[config.mk]
export PLATFORM = sky130hd
export DESIGN_NAME = inverse_dwt_53_lifting_flat
export DESIGN_NICKNAME = d
export VERILOG_FILES = /design/src/rtl/idwt53_pkg.sv /design/src/rtl/idwt53_req_if.sv /design/src/rtl/inverse_dwt_53_lifting.sv /design/src/flat_wrapper.sv
export SDC_FILE = /design/constraint.sdc
export NUM_CORES = 1
export LEC_CHECK = 0
export ABC_AREA = 1
export ABC_CLOCK_PERIOD_IN_PS = 10250
export BUFFER_PORTS_ARGS = -buffer_cell sky130_fd_sc_hd__buf_2
export CAP_MARGIN = 20
export CELL_PAD_IN_SITES_DETAIL_PLACEMENT = 1
export CELL_PAD_IN_SITES_GLOBAL_PLACEMENT = 1
export CORE_ASPECT_RATIO = 0.5
export CORE_UTILIZATION = 32
export CTS_CLUSTER_DIAMETER = 60
export DETAILED_ROUTE_END_ITERATION = 8
export PLACE_DENSITY = 0.58
export SLEW_MARGIN = 5
export SYNTH_ARGS = -nofsm -noshare
export SYNTH_HDL_FRONTEND = slang
export SYNTH_SLANG_ARGS = --single-unit
[constraint.sdc]
create_clock -name clock -period 10.25 [get_ports clock]
set_clock_uncertainty 0.2 [all_clocks]
set_input_delay 0.5125 -clock clock [delete_from_list [all_inputs] [get_ports clock]]
set_output_delay 0.5125 -clock clock [all_outputs]
set_load 0.005 [all_outputs]
[src/rtl/idwt53_pkg.sv]
`timescale 1ns / 1ps
// Package for the reversible 5/3 inverse lifting block.
// Holds the default sample width, the result buffer sizing and the guard bits; no dependencies.
package idwt53_pkg;

   // default width of coefficients and samples
   localparam int SAMPLE_BITS_DEFAULT = 24;

   // most samples that one request can release (line end)
   localparam int MAX_RESULTS = 3;

   // result buffer depth, power of two, at least MAX_RESULTS + 3 for full rate
   localparam int OUT_FIFO_DEPTH = 8;

   // guard bits on top of the sample width for the lifting sums
   localparam int GUARD_BITS = 3;

endpackage

[src/rtl/idwt53_req_if.sv]
`timescale 1ns / 1ps
// Request and response channel interfaces of the 5/3 inverse lifting block.
// Depends on idwt53_pkg for the default sample width.
interface idwt53_req_if #(
   parameter int SAMPLE_BITS = idwt53_pkg::SAMPLE_BITS_DEFAULT
);
   logic                          valid;
   logic                          ready;
   logic signed [SAMPLE_BITS-1:0] coefficient;
   logic                          line_end;

   modport source (output valid, output coefficient, output line_end, input ready);
   modport sink   (input valid, input coefficient, input line_end, output ready);
endinterface

interface idwt53_rsp_if #(
   parameter int SAMPLE_BITS = idwt53_pkg::SAMPLE_BITS_DEFAULT
);
   logic                          valid;
   logic                          ready;
   logic signed [SAMPLE_BITS-1:0] sample;
   logic                          sample_last;

   modport source (output valid, output sample, output sample_last, input ready);
   modport sink   (input valid, input sample, input sample_last, output ready);
endinterface

[src/rtl/inverse_dwt_53_lifting.sv]
`timescale 1ns / 1ps
// Reversible 5/3 inverse lifting over one line of interleaved coefficients.
// Depends on idwt53_pkg and the channel interfaces in idwt53_req_if.sv.
//
//   channel   direction  payload                              handshake
//   req_ch    in         coefficient[SB], line_end            valid / ready
//   rsp_ch    out        sample[SB], sample_last              valid / ready
//   csr_*     in         csr_wr_data (start_odd)              csr_wr_en, no wait
//
// One request per cycle is taken while the buffer has room. The lifting adds
// for a request are combinational, from the coefficient window and the even-sample
// hold into an 8-entry result buffer, which hands out one sample per cycle while
// rsp_ch.ready is high. Samples trail their coefficients by two requests; a line
// end releases up to three at once. Requests are taken while at most five results
// are buffered, so a stall on the response side stops requests only beyond five.
// Reset (synchronous) empties the buffer and clears the line state and start_odd.
module inverse_dwt_53_lifting #(
   parameter int SAMPLE_BITS = idwt53_pkg::SAMPLE_BITS_DEFAULT
) (
   input  logic       clock,
   input  logic       reset,
   idwt53_req_if.sink   req_ch,
   idwt53_rsp_if.source rsp_ch,
   input  logic       csr_wr_en,
   input  logic       csr_wr_data
);

   localparam int IW     = SAMPLE_BITS + idwt53_pkg::GUARD_BITS;
   localparam int DEPTH  = idwt53_pkg::OUT_FIFO_DEPTH;
   localparam int PTR_W  = $clog2(DEPTH);
   localparam int CNT_W  = $clog2(DEPTH + 1);
   localparam int ENT_W  = SAMPLE_BITS + 1;
   localparam logic [CNT_W-1:0] ROOM_LIMIT = CNT_W'(DEPTH - idwt53_pkg::MAX_RESULTS);
   localparam logic signed [IW-1:0] ROUND_TWO = IW'(2);

   // saturate a wide intermediate to the sample range
   function automatic logic [SAMPLE_BITS-1:0] saturate(input logic signed [IW-1:0] x);
      logic fits;
      fits = (&x[IW-1:SAMPLE_BITS-1]) || ~(|x[IW-1:SAMPLE_BITS-1]);
      if (fits) begin
         return x[SAMPLE_BITS-1:0];
      end else if (x[IW-1]) begin
         return {1'b1, {(SAMPLE_BITS-1){1'b0}}};
      end else begin
         return {1'b0, {(SAMPLE_BITS-1){1'b1}}};
      end
   endfunction

   // configuration and line state
   logic                 start_odd_ff;
   logic [1:0]           pos_ff, pos_in;
   logic                 parity_ff, parity_in;
   logic signed [IW-1:0] win1_ff, win2_ff;
   logic signed [IW-1:0] hold0_ff, hold1_ff;
   logic signed [IW-1:0] hold0_in, hold1_in;

   // result buffer
   logic [ENT_W-1:0]     buf_ff [DEPTH];
   logic [PTR_W-1:0]     wr_ptr_ff, rd_ptr_ff;
   logic [CNT_W-1:0]     cnt_ff, cnt_in;

   logic                 req_fire, rsp_fire, last, push_even, one_sample, has_mid;
   logic [1:0]           push_n;
   logic                 p;
   logic [1:0]           k;
   logic signed [IW-1:0] v, w0, w1, w2, left_hp, even_new;
   logic signed [IW-1:0] xl_mid, x_mid, xk, xl_end, end_a, end_b;
   logic [ENT_W-1:0]     ent0, ent1, ent2, mid_ent, end_a_ent, end_b_ent;

   assign req_fire = req_ch.valid && req_ch.ready;
   assign rsp_fire = rsp_ch.valid && rsp_ch.ready;
   assign req_ch.ready = (cnt_ff <= ROOM_LIMIT);
   assign rsp_ch.valid = (cnt_ff != '0);
   assign rsp_ch.sample      = buf_ff[rd_ptr_ff][SAMPLE_BITS-1:0];
   assign rsp_ch.sample_last = buf_ff[rd_ptr_ff][SAMPLE_BITS];

   // lifting for the request at the port
   always_comb begin
      last = req_ch.line_end;
      k    = pos_ff;
      p    = (pos_ff == 2'd0) ? start_odd_ff : parity_ff;
      v    = IW'(req_ch.coefficient);
      w0   = win1_ff;
      w1   = win2_ff;
      w2   = v;

      one_sample = last && (k == 2'd0);

      // previous coefficient was lowpass: rebuild it now its right neighbour is here
      push_even = (k != 2'd0) && p;
      left_hp   = (k >= 2'd2) ? w0 : w2;
      even_new  = w1 - ((left_hp + w2 + ROUND_TWO) >>> 2);
      hold0_in  = push_even ? hold1_ff : hold0_ff;
      hold1_in  = push_even ? even_new : hold1_ff;

      // sample two places back
      xl_mid = (k == 2'd3) ? hold0_in : hold1_in;
      x_mid  = p ? (w0 + ((xl_mid + hold1_in) >>> 1)) : hold1_in;

      // the two closing samples of a line
      xk     = w2 - (((w1 <<< 1) + ROUND_TWO) >>> 2);
      xl_end = (k >= 2'd2) ? hold1_in : xk;
      if (p) begin
         end_a = hold1_in;
         end_b = w2 + hold1_in;
      end else begin
         end_a = w1 + ((xl_end + xk) >>> 1);
         end_b = xk;
      end

      has_mid   = (k >= 2'd2);
      mid_ent   = {1'b0, saturate(x_mid)};
      end_a_ent = {1'b0, saturate(end_a)};
      end_b_ent = {1'b1, saturate(end_b)};

      // pack results in line order
      if (one_sample) begin
         ent0   = {1'b1, saturate(p ? (v >>> 1) : v)};
         ent1   = end_b_ent;
         ent2   = end_b_ent;
         push_n = 2'd1;
      end else if (has_mid) begin
         ent0   = mid_ent;
         ent1   = end_a_ent;
         ent2   = end_b_ent;
         push_n = last ? 2'd3 : 2'd1;
      end else begin
         ent0   = end_a_ent;
         ent1   = end_b_ent;
         ent2   = end_b_ent;
         push_n = last ? 2'd2 : 2'd0;
      end

      pos_in    = last ? 2'd0 : ((k == 2'd3) ? 2'd3 : k + 2'd1);
      parity_in = last ? p : ~p;
   end

   // buffer occupancy after this cycle's pushes and pop
   always_comb begin
      cnt_in = cnt_ff;
      if (req_fire) begin
         cnt_in = cnt_in + CNT_W'(push_n);
      end
      if (rsp_fire) begin
         cnt_in = cnt_in - CNT_W'(1);
      end
   end

   // hold line state, advance window and buffer pointers
   always_ff @(posedge clock) begin
      if (reset) begin
         start_odd_ff <= 1'b0;
         pos_ff       <= 2'd0;
         parity_ff    <= 1'b0;
         win1_ff      <= '0;
         win2_ff      <= '0;
         hold0_ff     <= '0;
         hold1_ff     <= '0;
         wr_ptr_ff    <= '0;
         rd_ptr_ff    <= '0;
         cnt_ff       <= '0;
      end else begin
         if (csr_wr_en) begin
            start_odd_ff <= csr_wr_data;
         end
         if (req_fire) begin
            pos_ff    <= pos_in;
            parity_ff <= parity_in;
            win1_ff   <= win2_ff;
            win2_ff   <= v;
            hold0_ff  <= hold0_in;
            hold1_ff  <= hold1_in;
            wr_ptr_ff <= wr_ptr_ff + PTR_W'(push_n);
         end
         if (rsp_fire) begin
            rd_ptr_ff <= rd_ptr_ff + PTR_W'(1);
         end
         cnt_ff <= cnt_in;
      end
   end

   // write results into the buffer
   always_ff @(posedge clock) begin
      if (req_fire) begin
         if (push_n != 2'd0) begin
            buf_ff[wr_ptr_ff] <= ent0;
         end
         if (push_n >= 2'd2) begin
            buf_ff[wr_ptr_ff + PTR_W'(1)] <= ent1;
         end
         if (push_n == 2'd3) begin
            buf_ff[wr_ptr_ff + PTR_W'(2)] <= ent2;
         end
      end
   end

`ifndef NO_ASSERTIONS
   a_cnt_bound: assert property (@(posedge clock) disable iff (reset)
      cnt_ff <= CNT_W'(DEPTH))
      else $error("result buffer overfilled");

   a_ptr_gap: assert property (@(posedge clock) disable iff (reset)
      PTR_W'(wr_ptr_ff - rd_ptr_ff) == cnt_ff[PTR_W-1:0])
      else $error("buffer pointers disagree with count");

   a_line_start_quiet: assert property (@(posedge clock) disable iff (reset)
      req_fire && !req_ch.line_end && (pos_ff != 2'd2) && (pos_ff != 2'd3)
      |-> push_n == 2'd0)
      else $error("result released during line start");

   a_line_end_resets: assert property (@(posedge clock) disable iff (reset)
      req_fire && req_ch.line_end |=> pos_ff == 2'd0)
      else $error("line position not cleared at line end");

   a_one_sample: assert property (@(posedge clock) disable iff (reset)
      req_fire && req_ch.line_end && (pos_ff == 2'd0) |-> push_n == 2'd1)
      else $error("one-sample line must release exactly one sample");
`endif

endmodule
[src/flat_wrapper.sv]
// flat-port wrapper written by rule: the top's interface ports become plain ports
module inverse_dwt_53_lifting_flat 
#(
   parameter int SAMPLE_BITS = idwt53_pkg::SAMPLE_BITS_DEFAULT
)
  (clock, reset, csr_wr_en, csr_wr_data, req_ch_valid, req_ch_coefficient, req_ch_line_end, req_ch_ready, rsp_ch_valid, rsp_ch_sample, rsp_ch_sample_last, rsp_ch_ready);
  idwt53_req_if #(.SAMPLE_BITS(SAMPLE_BITS)) req_ch_i ();
  idwt53_rsp_if #(.SAMPLE_BITS(SAMPLE_BITS)) rsp_ch_i ();
  input  logic clock;
  input  logic reset;
  input  logic csr_wr_en;
  input  logic csr_wr_data;
  input wire logic [$bits(req_ch_i.valid)-1:0] req_ch_valid;
  input wire logic [$bits(req_ch_i.coefficient)-1:0] req_ch_coefficient;
  input wire logic [$bits(req_ch_i.line_end)-1:0] req_ch_line_end;
  output wire logic [$bits(req_ch_i.ready)-1:0] req_ch_ready;
  output wire logic [$bits(rsp_ch_i.valid)-1:0] rsp_ch_valid;
  output wire logic [$bits(rsp_ch_i.sample)-1:0] rsp_ch_sample;
  output wire logic [$bits(rsp_ch_i.sample_last)-1:0] rsp_ch_sample_last;
  input wire logic [$bits(rsp_ch_i.ready)-1:0] rsp_ch_ready;
  assign req_ch_i.valid = req_ch_valid;
  assign req_ch_i.coefficient = req_ch_coefficient;
  assign req_ch_i.line_end = req_ch_line_end;
  assign req_ch_ready = req_ch_i.ready;
  assign rsp_ch_valid = rsp_ch_i.valid;
  assign rsp_ch_sample = rsp_ch_i.sample;
  assign rsp_ch_sample_last = rsp_ch_i.sample_last;
  assign rsp_ch_i.ready = rsp_ch_ready;
  inverse_dwt_53_lifting #(.SAMPLE_BITS(SAMPLE_BITS)) u_core (.clock(clock), .reset(reset), .req_ch(req_ch_i), .rsp_ch(rsp_ch_i), .csr_wr_en(csr_wr_en), .csr_wr_data(csr_wr_data));
endmodule
==> results of run 1 <==
sequential cells by signal (all words and copies together) (netlist names), named ones only:
name	flops
u_core.buf_ff	200
u_core.wr_ptr_ff	3
u_core.rd_ptr_ff	3
u_core.hold1_ff	27
u_core.start_odd_ff	1
u_core.w0	24
u_core.w1	24
u_core.hold0_ff	27
u_core.k	2
u_core.parity_ff	1
u_core.cnt_ff	4
repair_timing:
| action | in CTS | in global routing |
|---|---|---|
| resized for setup | 3 | 130 |
| cloned | 0 | 4 |
| pin swaps | 2 | 40 |
| hold endpoints to repair | 1 | 0 |
| hold buffers | 2 | 0 |
| setup endpoints to repair | 15 | 192 |
| buffers inserted | 0 | 15 |
worst paths after layout:
| check | startpoint | to | depth (start not counted) | slack (ns) |
|---|---|---|---|---|
| worst min-delay path | req_ch_coefficient[3] | u_core.w1[3] | 3 | 0.06 |
| worst max register to register | u_core.k[1] | u_core.buf_ff[0][19] | 47 | 0.67 |
| worst min register to register | u_core.rd_ptr_ff[2] | u_core.rd_ptr_ff[2] | 2 | 0.28 |
| worst max-delay path | u_core.k[1] | u_core.buf_ff[0][19] | 47 | 0.67 |
cell usage after synthesis, types with 2 or more instances:
cell	n
o31ai_1	7
a22oi_1	2
nand3_1	370
xnor2_1	52
inv_2	7
clkinv_1	14
o21ai_0	471
buf_1	24
o221ai_1	2
or2_2	11
a21o_1	19
mux2i_1	15
nor2_1	443
o21a_1	5
nor4_1	10
clkbuf_1	159
nand4_1	173
nor3_1	44
ha_1	235
edfxtp_1	192
xor2_1	106
o21ai_1	8
buf_4	11
dfxtp_1	127
inv_1	382
and2_1	4
nor2_2	2
o211ai_1	41
a211oi_1	6
nand2_4	4
nand2_1	1405
nand2_2	28
buf_2	18
nand3_2	16
a21oi_1	404
nand3_4	3
a21boi_0	11
o21bai_1	25
a31oi_1	35
buf_6	2
nand3b_1	4
o22ai_1	34
fa_1	10
critical path: cells and delay by family, from the launching register on:
kind | cells | cell delay [ns]
and+or+nand+nor | 22 | 2.89
buffers and inverters | 6 | 0.80
adders and majority gates | 5 | 1.56
AOI/OAI and AO/OA | 12 | 3.09
DFF | 1 | 0.37
xor gates and xnor gates | 2 | 0.41
metrics by stage:
| stage | worst slack [ns] | TNS (ns) | hold WS, ns |
|---|---|---|---|
| after global routing | -0.0373 | -1.00 | 0.0425 |
| after CTS | 0.00114 | 0 | 0.0179 |
| after detailed placement | -0.233 | -23.88 | 0.272 |
| final | 0.669 | 0 | 0.0647 |
| after global placement | -0.0457 | -0.608 | 0.252 |
| after floorplan | 1.09 | 0 | 0.233 |
cells by family after synthesis:
family,share of synthesized area
simple gates,0.337
compound gates,0.182
buf+inv,0.0750
flops,0.260
fa+ha+maj,0.0984
xor+xnor,0.0434
mux,0.00471
routing by layer:
metal	share of wire	global-route usage	vias to the layer above
met1	0.48	0.480	18300
met3	0.092	0.0698	284
li1	-	-	16900
met2	0.40	0.481	1446
met5	0.000076	0	-
met4	0.027	0.0819	2
final cells by class:
cell class                      instances  area (um2)
Sequential cell                       319        8320
Multi-Input combinational cell       4012       21700
Timing Repair Buffer                  230        1790
Tap cell                             1328        1660
Clock inverter                         19         168
Clock buffer                           56        1160
Inverter                              403        1520
Antenna cell                            1        2.50
Fill cell                           12700       62000
placed cells by master (no fill, tap or decap), types with 8 or more instances in the layout:
cell type | synthesis | routed
a21boi_0 | 11 | 10
a21o_1 | 19 | 19
a21oi_1 | 404 | 383
a21oi_2 | 0 | 21
a31oi_1 | 35 | 35
buf_12 | 0 | 11
buf_2 | 18 | 57
buf_4 | 11 | 152
clkbuf_1 | 159 | 8
clkbuf_16 | 0 | 45
clkinv_1 | 14 | 11
dfxtp_1 | 127 | 124
edfxtp_1 | 192 | 192
fa_1 | 10 | 9
ha_1 | 235 | 234
inv_1 | 382 | 374
inv_2 | 7 | 22
mux2i_1 | 15 | 15
nand2_1 | 1405 | 1333
nand2_2 | 28 | 96
nand2_4 | 4 | 8
nand3_1 | 370 | 360
nand3_2 | 16 | 23
nand4_1 | 173 | 173
nor2_1 | 443 | 430
nor2_2 | 2 | 9
nor3_1 | 44 | 37
nor3_2 | 1 | 8
nor4_1 | 10 | 8
o211ai_1 | 41 | 41
o21ai_0 | 471 | 457
o21ai_1 | 8 | 19
o21bai_1 | 25 | 24
o22ai_1 | 34 | 34
or2_2 | 11 | 11
xnor2_1 | 52 | 52
xor2_1 | 106 | 105
==> results.tsv, run 1 <==
metric	value	unit
Post-synth EDFFs	192	
CTS tree	done	
largest net degree at the start of global routing	93	
DR vias	37000	
HP Class	input port to register	
setup violators final	0	
Primary FF master, synth	edfxtp_1	
max_slew headroom	0.145	
via/cell ratio	5.81	
area grow syn2layout	13.8	%
Hold Fails Final Rpt	0	
Die W	449	um
async set-or-reset flop fraction in the synthesized netlist	0	
clk_lat worst skew	0.62	ns
WP data arrival	9.74	ns
Initial Util	0.325	
syn_nets	5224	
Worst-Margin Slew	1.28	ns
H-tree depth	2	
vias in the first global route	36100	
kind of start point of the critical path	register	
Core ar.	0.0983	mm2
period utilization	0.935	
CTS Buffer Depth	3	
synthesis-stage register bit count	319	
Die ar.	0.101	mm2
CTS Root Cell	clkbuf_16	
clk slew on worst S/H paths	0.06	ns
CP peak stage delay	0.47	ns
RePlAce Congestion	0.938	
critical setup path kind	register to register	
DRT iter0 DRCs	3860	
Area contributors post-synth	edfxtp_1, nand2_1, ha_1, dfxtp_1, o21ai_0	
first-pass detailed-route iteration total	8	
fin cells	6368	
drc violations	0	
count of cell types in the netlist	50	
initial antenna violation count	5	
critical path required time	10.41	ns
cells after synthesis	4948	
Sink Count	319	
CP dominant cell by count	nand2_1	
number of buffers added on ports	57	
Final Net Count	5283	
final core occ	0.369	
die height	225	um
Row Count	81	
Congestion Overflow GR	0	
Tmin final	9.58	ns
Syn Area/Cell	6.45	um2
cell area after layout	0.0363	mm2
Global Route Usage Sum	0.327	
FMAX	104	MHz
crit path max fanout	8	
Post-Syn Area	0.0319	mm2
share of cells above drive strength 1	0.103	
total of warnings raised by yosys	0	
max-cap violations	0	
hpwl dp	120	mm
antenna-violating nets left	0	
first-pass GRT wire length	244	mm
largest area contributor in the netlist	edfxtp_1	
status	finished, final reports clean	
WL/cell	26.8	um
DP Area	0.0343	mm2
placed insts	6267	
Boundary Pins	58	
Setup crit end kind	register	
Seq/Total Area, Yosys	0.260	
final WL	171	mm
clock buffer count from CTS	41	
Slew Viols, Final	0	
Worst path slowest cell	o21ai_0	
share of the synthesized area in the top cell type	0.181	
Power of run 1 is left out: the tool's default activity adds up to more than one toggle a clock period on the data nets, which glitch-free logic cannot reach.
==> run 2: changes to the inputs <==
ABC_CLOCK_PERIOD_IN_PS = 11300   (was 10250)
clock period = 11.3 ns   (was 10.25 ns; I/O delays follow)
==> run 2 against run 1 <==
  * Wire length is 1.9% lower
  * Worst setup slack improved by 0.19 ns
  * Sequential cell count unchanged
  * Via count decreased by 1.1%
  * Critical endpoint is now u_core.buf_ff[6][6]
  * Final cell count is 1.3% lower
  * Non-clock buffer count shrank 81
  * Global-route usage is 0.42 points lower
  * Sequential share of layout area grew 0.67 points
  * Highest routed layer is now met4
  * Hold slack hardly changed
  * First-iteration DRC count down 2.2%
==> results.tsv, run 2 (synthesis results as in run 1) <==
metric	value	unit
FMAX	95.8	MHz
drc violations	0	
first-pass GRT wire length	241	mm
H-tree depth	2	
RR Startpoint	u_core.k[1]	
CTS tree	done	
CTS Root Cell	clkbuf_16	
max-cap violations	0	
DP Area	0.0338	mm2
delay-heaviest family, CP	simple AND/OR/NAND/NOR gates	
commonest cells after routing, fill and taps aside	nand2_1, o21ai_0, nor2_1, a21oi_1, inv_1	
clock buffer count from CTS	41	
HP Start	csr_wr_data	
CP dominant cell by count	nand2_1	
CTS resizes	0	
RSZ-0062 raised after global routing	false	
Most flops, register	u_core.buf_ff	
Die W	449	um
initial antenna violation count	5	
Critical path buffers and inverters	6	
antenna-violating nets left	0	
RePlAce Congestion	0.982	
Initial Util	0.325	
CTS Buffer Depth	3	
area grow syn2layout	10.6	%
share of cells above drive strength 1	0.0694	
Tmin final	10.44	ns
hold depth	3	
status	finished, final reports clean	
CP peak stage delay	0.42	ns
via/cell ratio	5.81	
hold endpoint	u_core.start_odd_ff	
number of buffers added on ports	57	
Sink Count	319	
Setup Buffers After CTS	0	
crit path max fanout	23	
clk slew on worst S/H paths	0.07	ns
critical path required time	11.57	ns
Final Net Count	5202	
top flop regs	u_core.buf_ff: 200 flops, u_core.hold0_ff: 27 flops, u_core.hold1_ff: 27 flops	
Congestion Overflow GR	0	
kind of start point of the critical path	register	
WP data arrival	10.71	ns
R2R Path End	u_core.buf_ff[6][6]	
DR vias	36600	
hpwl dp	116	mm
cell area after layout	0.0353	mm2
period utilization	0.924	
max_slew headroom	0.213	
Hold Fails Final Rpt	0	
Worst path slowest cell	nor4_1	
Row Count	81	
Worst-Margin Slew	1.18	ns
DRT iter0 DRCs	3775	
commonest non-fill, non-tap cell in the layout	nand2_1	
HP Class	input port to register	
Core ar.	0.0983	mm2
Setup crit end kind	register	
final WL	168	mm
Die ar.	0.101	mm2
largest net degree at the start of global routing	101	
clk_lat worst skew	0.62	ns
R2R depth	60	
die height	225	um
# hold bufs at CTS	0	
Slew Viols, Final	0	
first-pass detailed-route iteration total	5	
vias in the first global route	35700	
critical setup path kind	register to register	
max reg flops	200	
Global Route Usage Sum	0.323	
WL/cell	26.7	um
final core occ	0.359	
setup violators final	0	
Boundary Pins	58	
worst reg-to-reg setup slack	0.86	ns
## run 2: worst register-to-register path: cells and delay by family (launching register included)
| family | cells | cell delay, ns |
|---|---|---|
| buf+inv | 6 | 0.86 |
| simple gates | 34 | 4.66 |
| flops | 1 | 0.38 |
| fa+ha+maj | 5 | 1.55 |
| compound gates | 13 | 2.44 |
| xor+xnor | 2 | 0.23 |
## run 2: layer usage
metal  wire length [um]  GRT usage  up-vias  part of all wire
met5                  0          0        -                 0
li1                   -          -    16800                 -
met2              68100      0.477     1496              0.41
met3              16000     0.0724      280             0.095
met1              79400      0.470    18000              0.47
met4               4290     0.0793        0             0.026
## run 2: worst max-delay path by stage
stage | startpoint | endpoint | slack (ns) | cells after the start
finish | u_core.k[1] | u_core.buf_ff[6][6] | 0.86 | 60
global route | u_core.k[1] | u_core.buf_ff[6][6] | 0.003 | 67
CTS | u_core.k[1] | u_core.buf_ff[3][12] | 0.19 | 52
detailed placement | req_ch_coefficient[3] | u_core.buf_ff[4][12] | -0.03 | 54
global placement | req_ch_coefficient[3] | u_core.buf_ff[0][12] | 0.11 | 52
floorplan | u_core.k[1] | u_core.buf_ff[2][21] | 2.14 | 68
## run 2: area by class of cell
| type | count | area, um2 |
|---|---|---|
| antenna | 1 | 2.50 |
| clock buffer | 57 | 1230 |
| clock inverter | 19 | 185 |
| fill | 12600 | 63000 |
| inverter | 403 | 1520 |
| multi-input combinational | 4012 | 21300 |
| sequential | 319 | 8320 |
| tap | 1328 | 1660 |
| timing repair buffer | 149 | 1040 |
## run 2: stage by stage
stage	cells	hold WS (ns)	TNS (ns)	setup WS (ns)
3_3_place_gp	6202	0.254	0	0.110
3_5_place_dp	6208	0.258	-0.0898	-0.0251
6_report	6288	0.0643	0	0.862
4_1_cts	6284	0.0355	0	0.187
2_1_floorplan	4948	0.233	0	2.14
5_1_grt	6288	0.0454	0	0.00317
Power of run 2 is left out for the same reason.
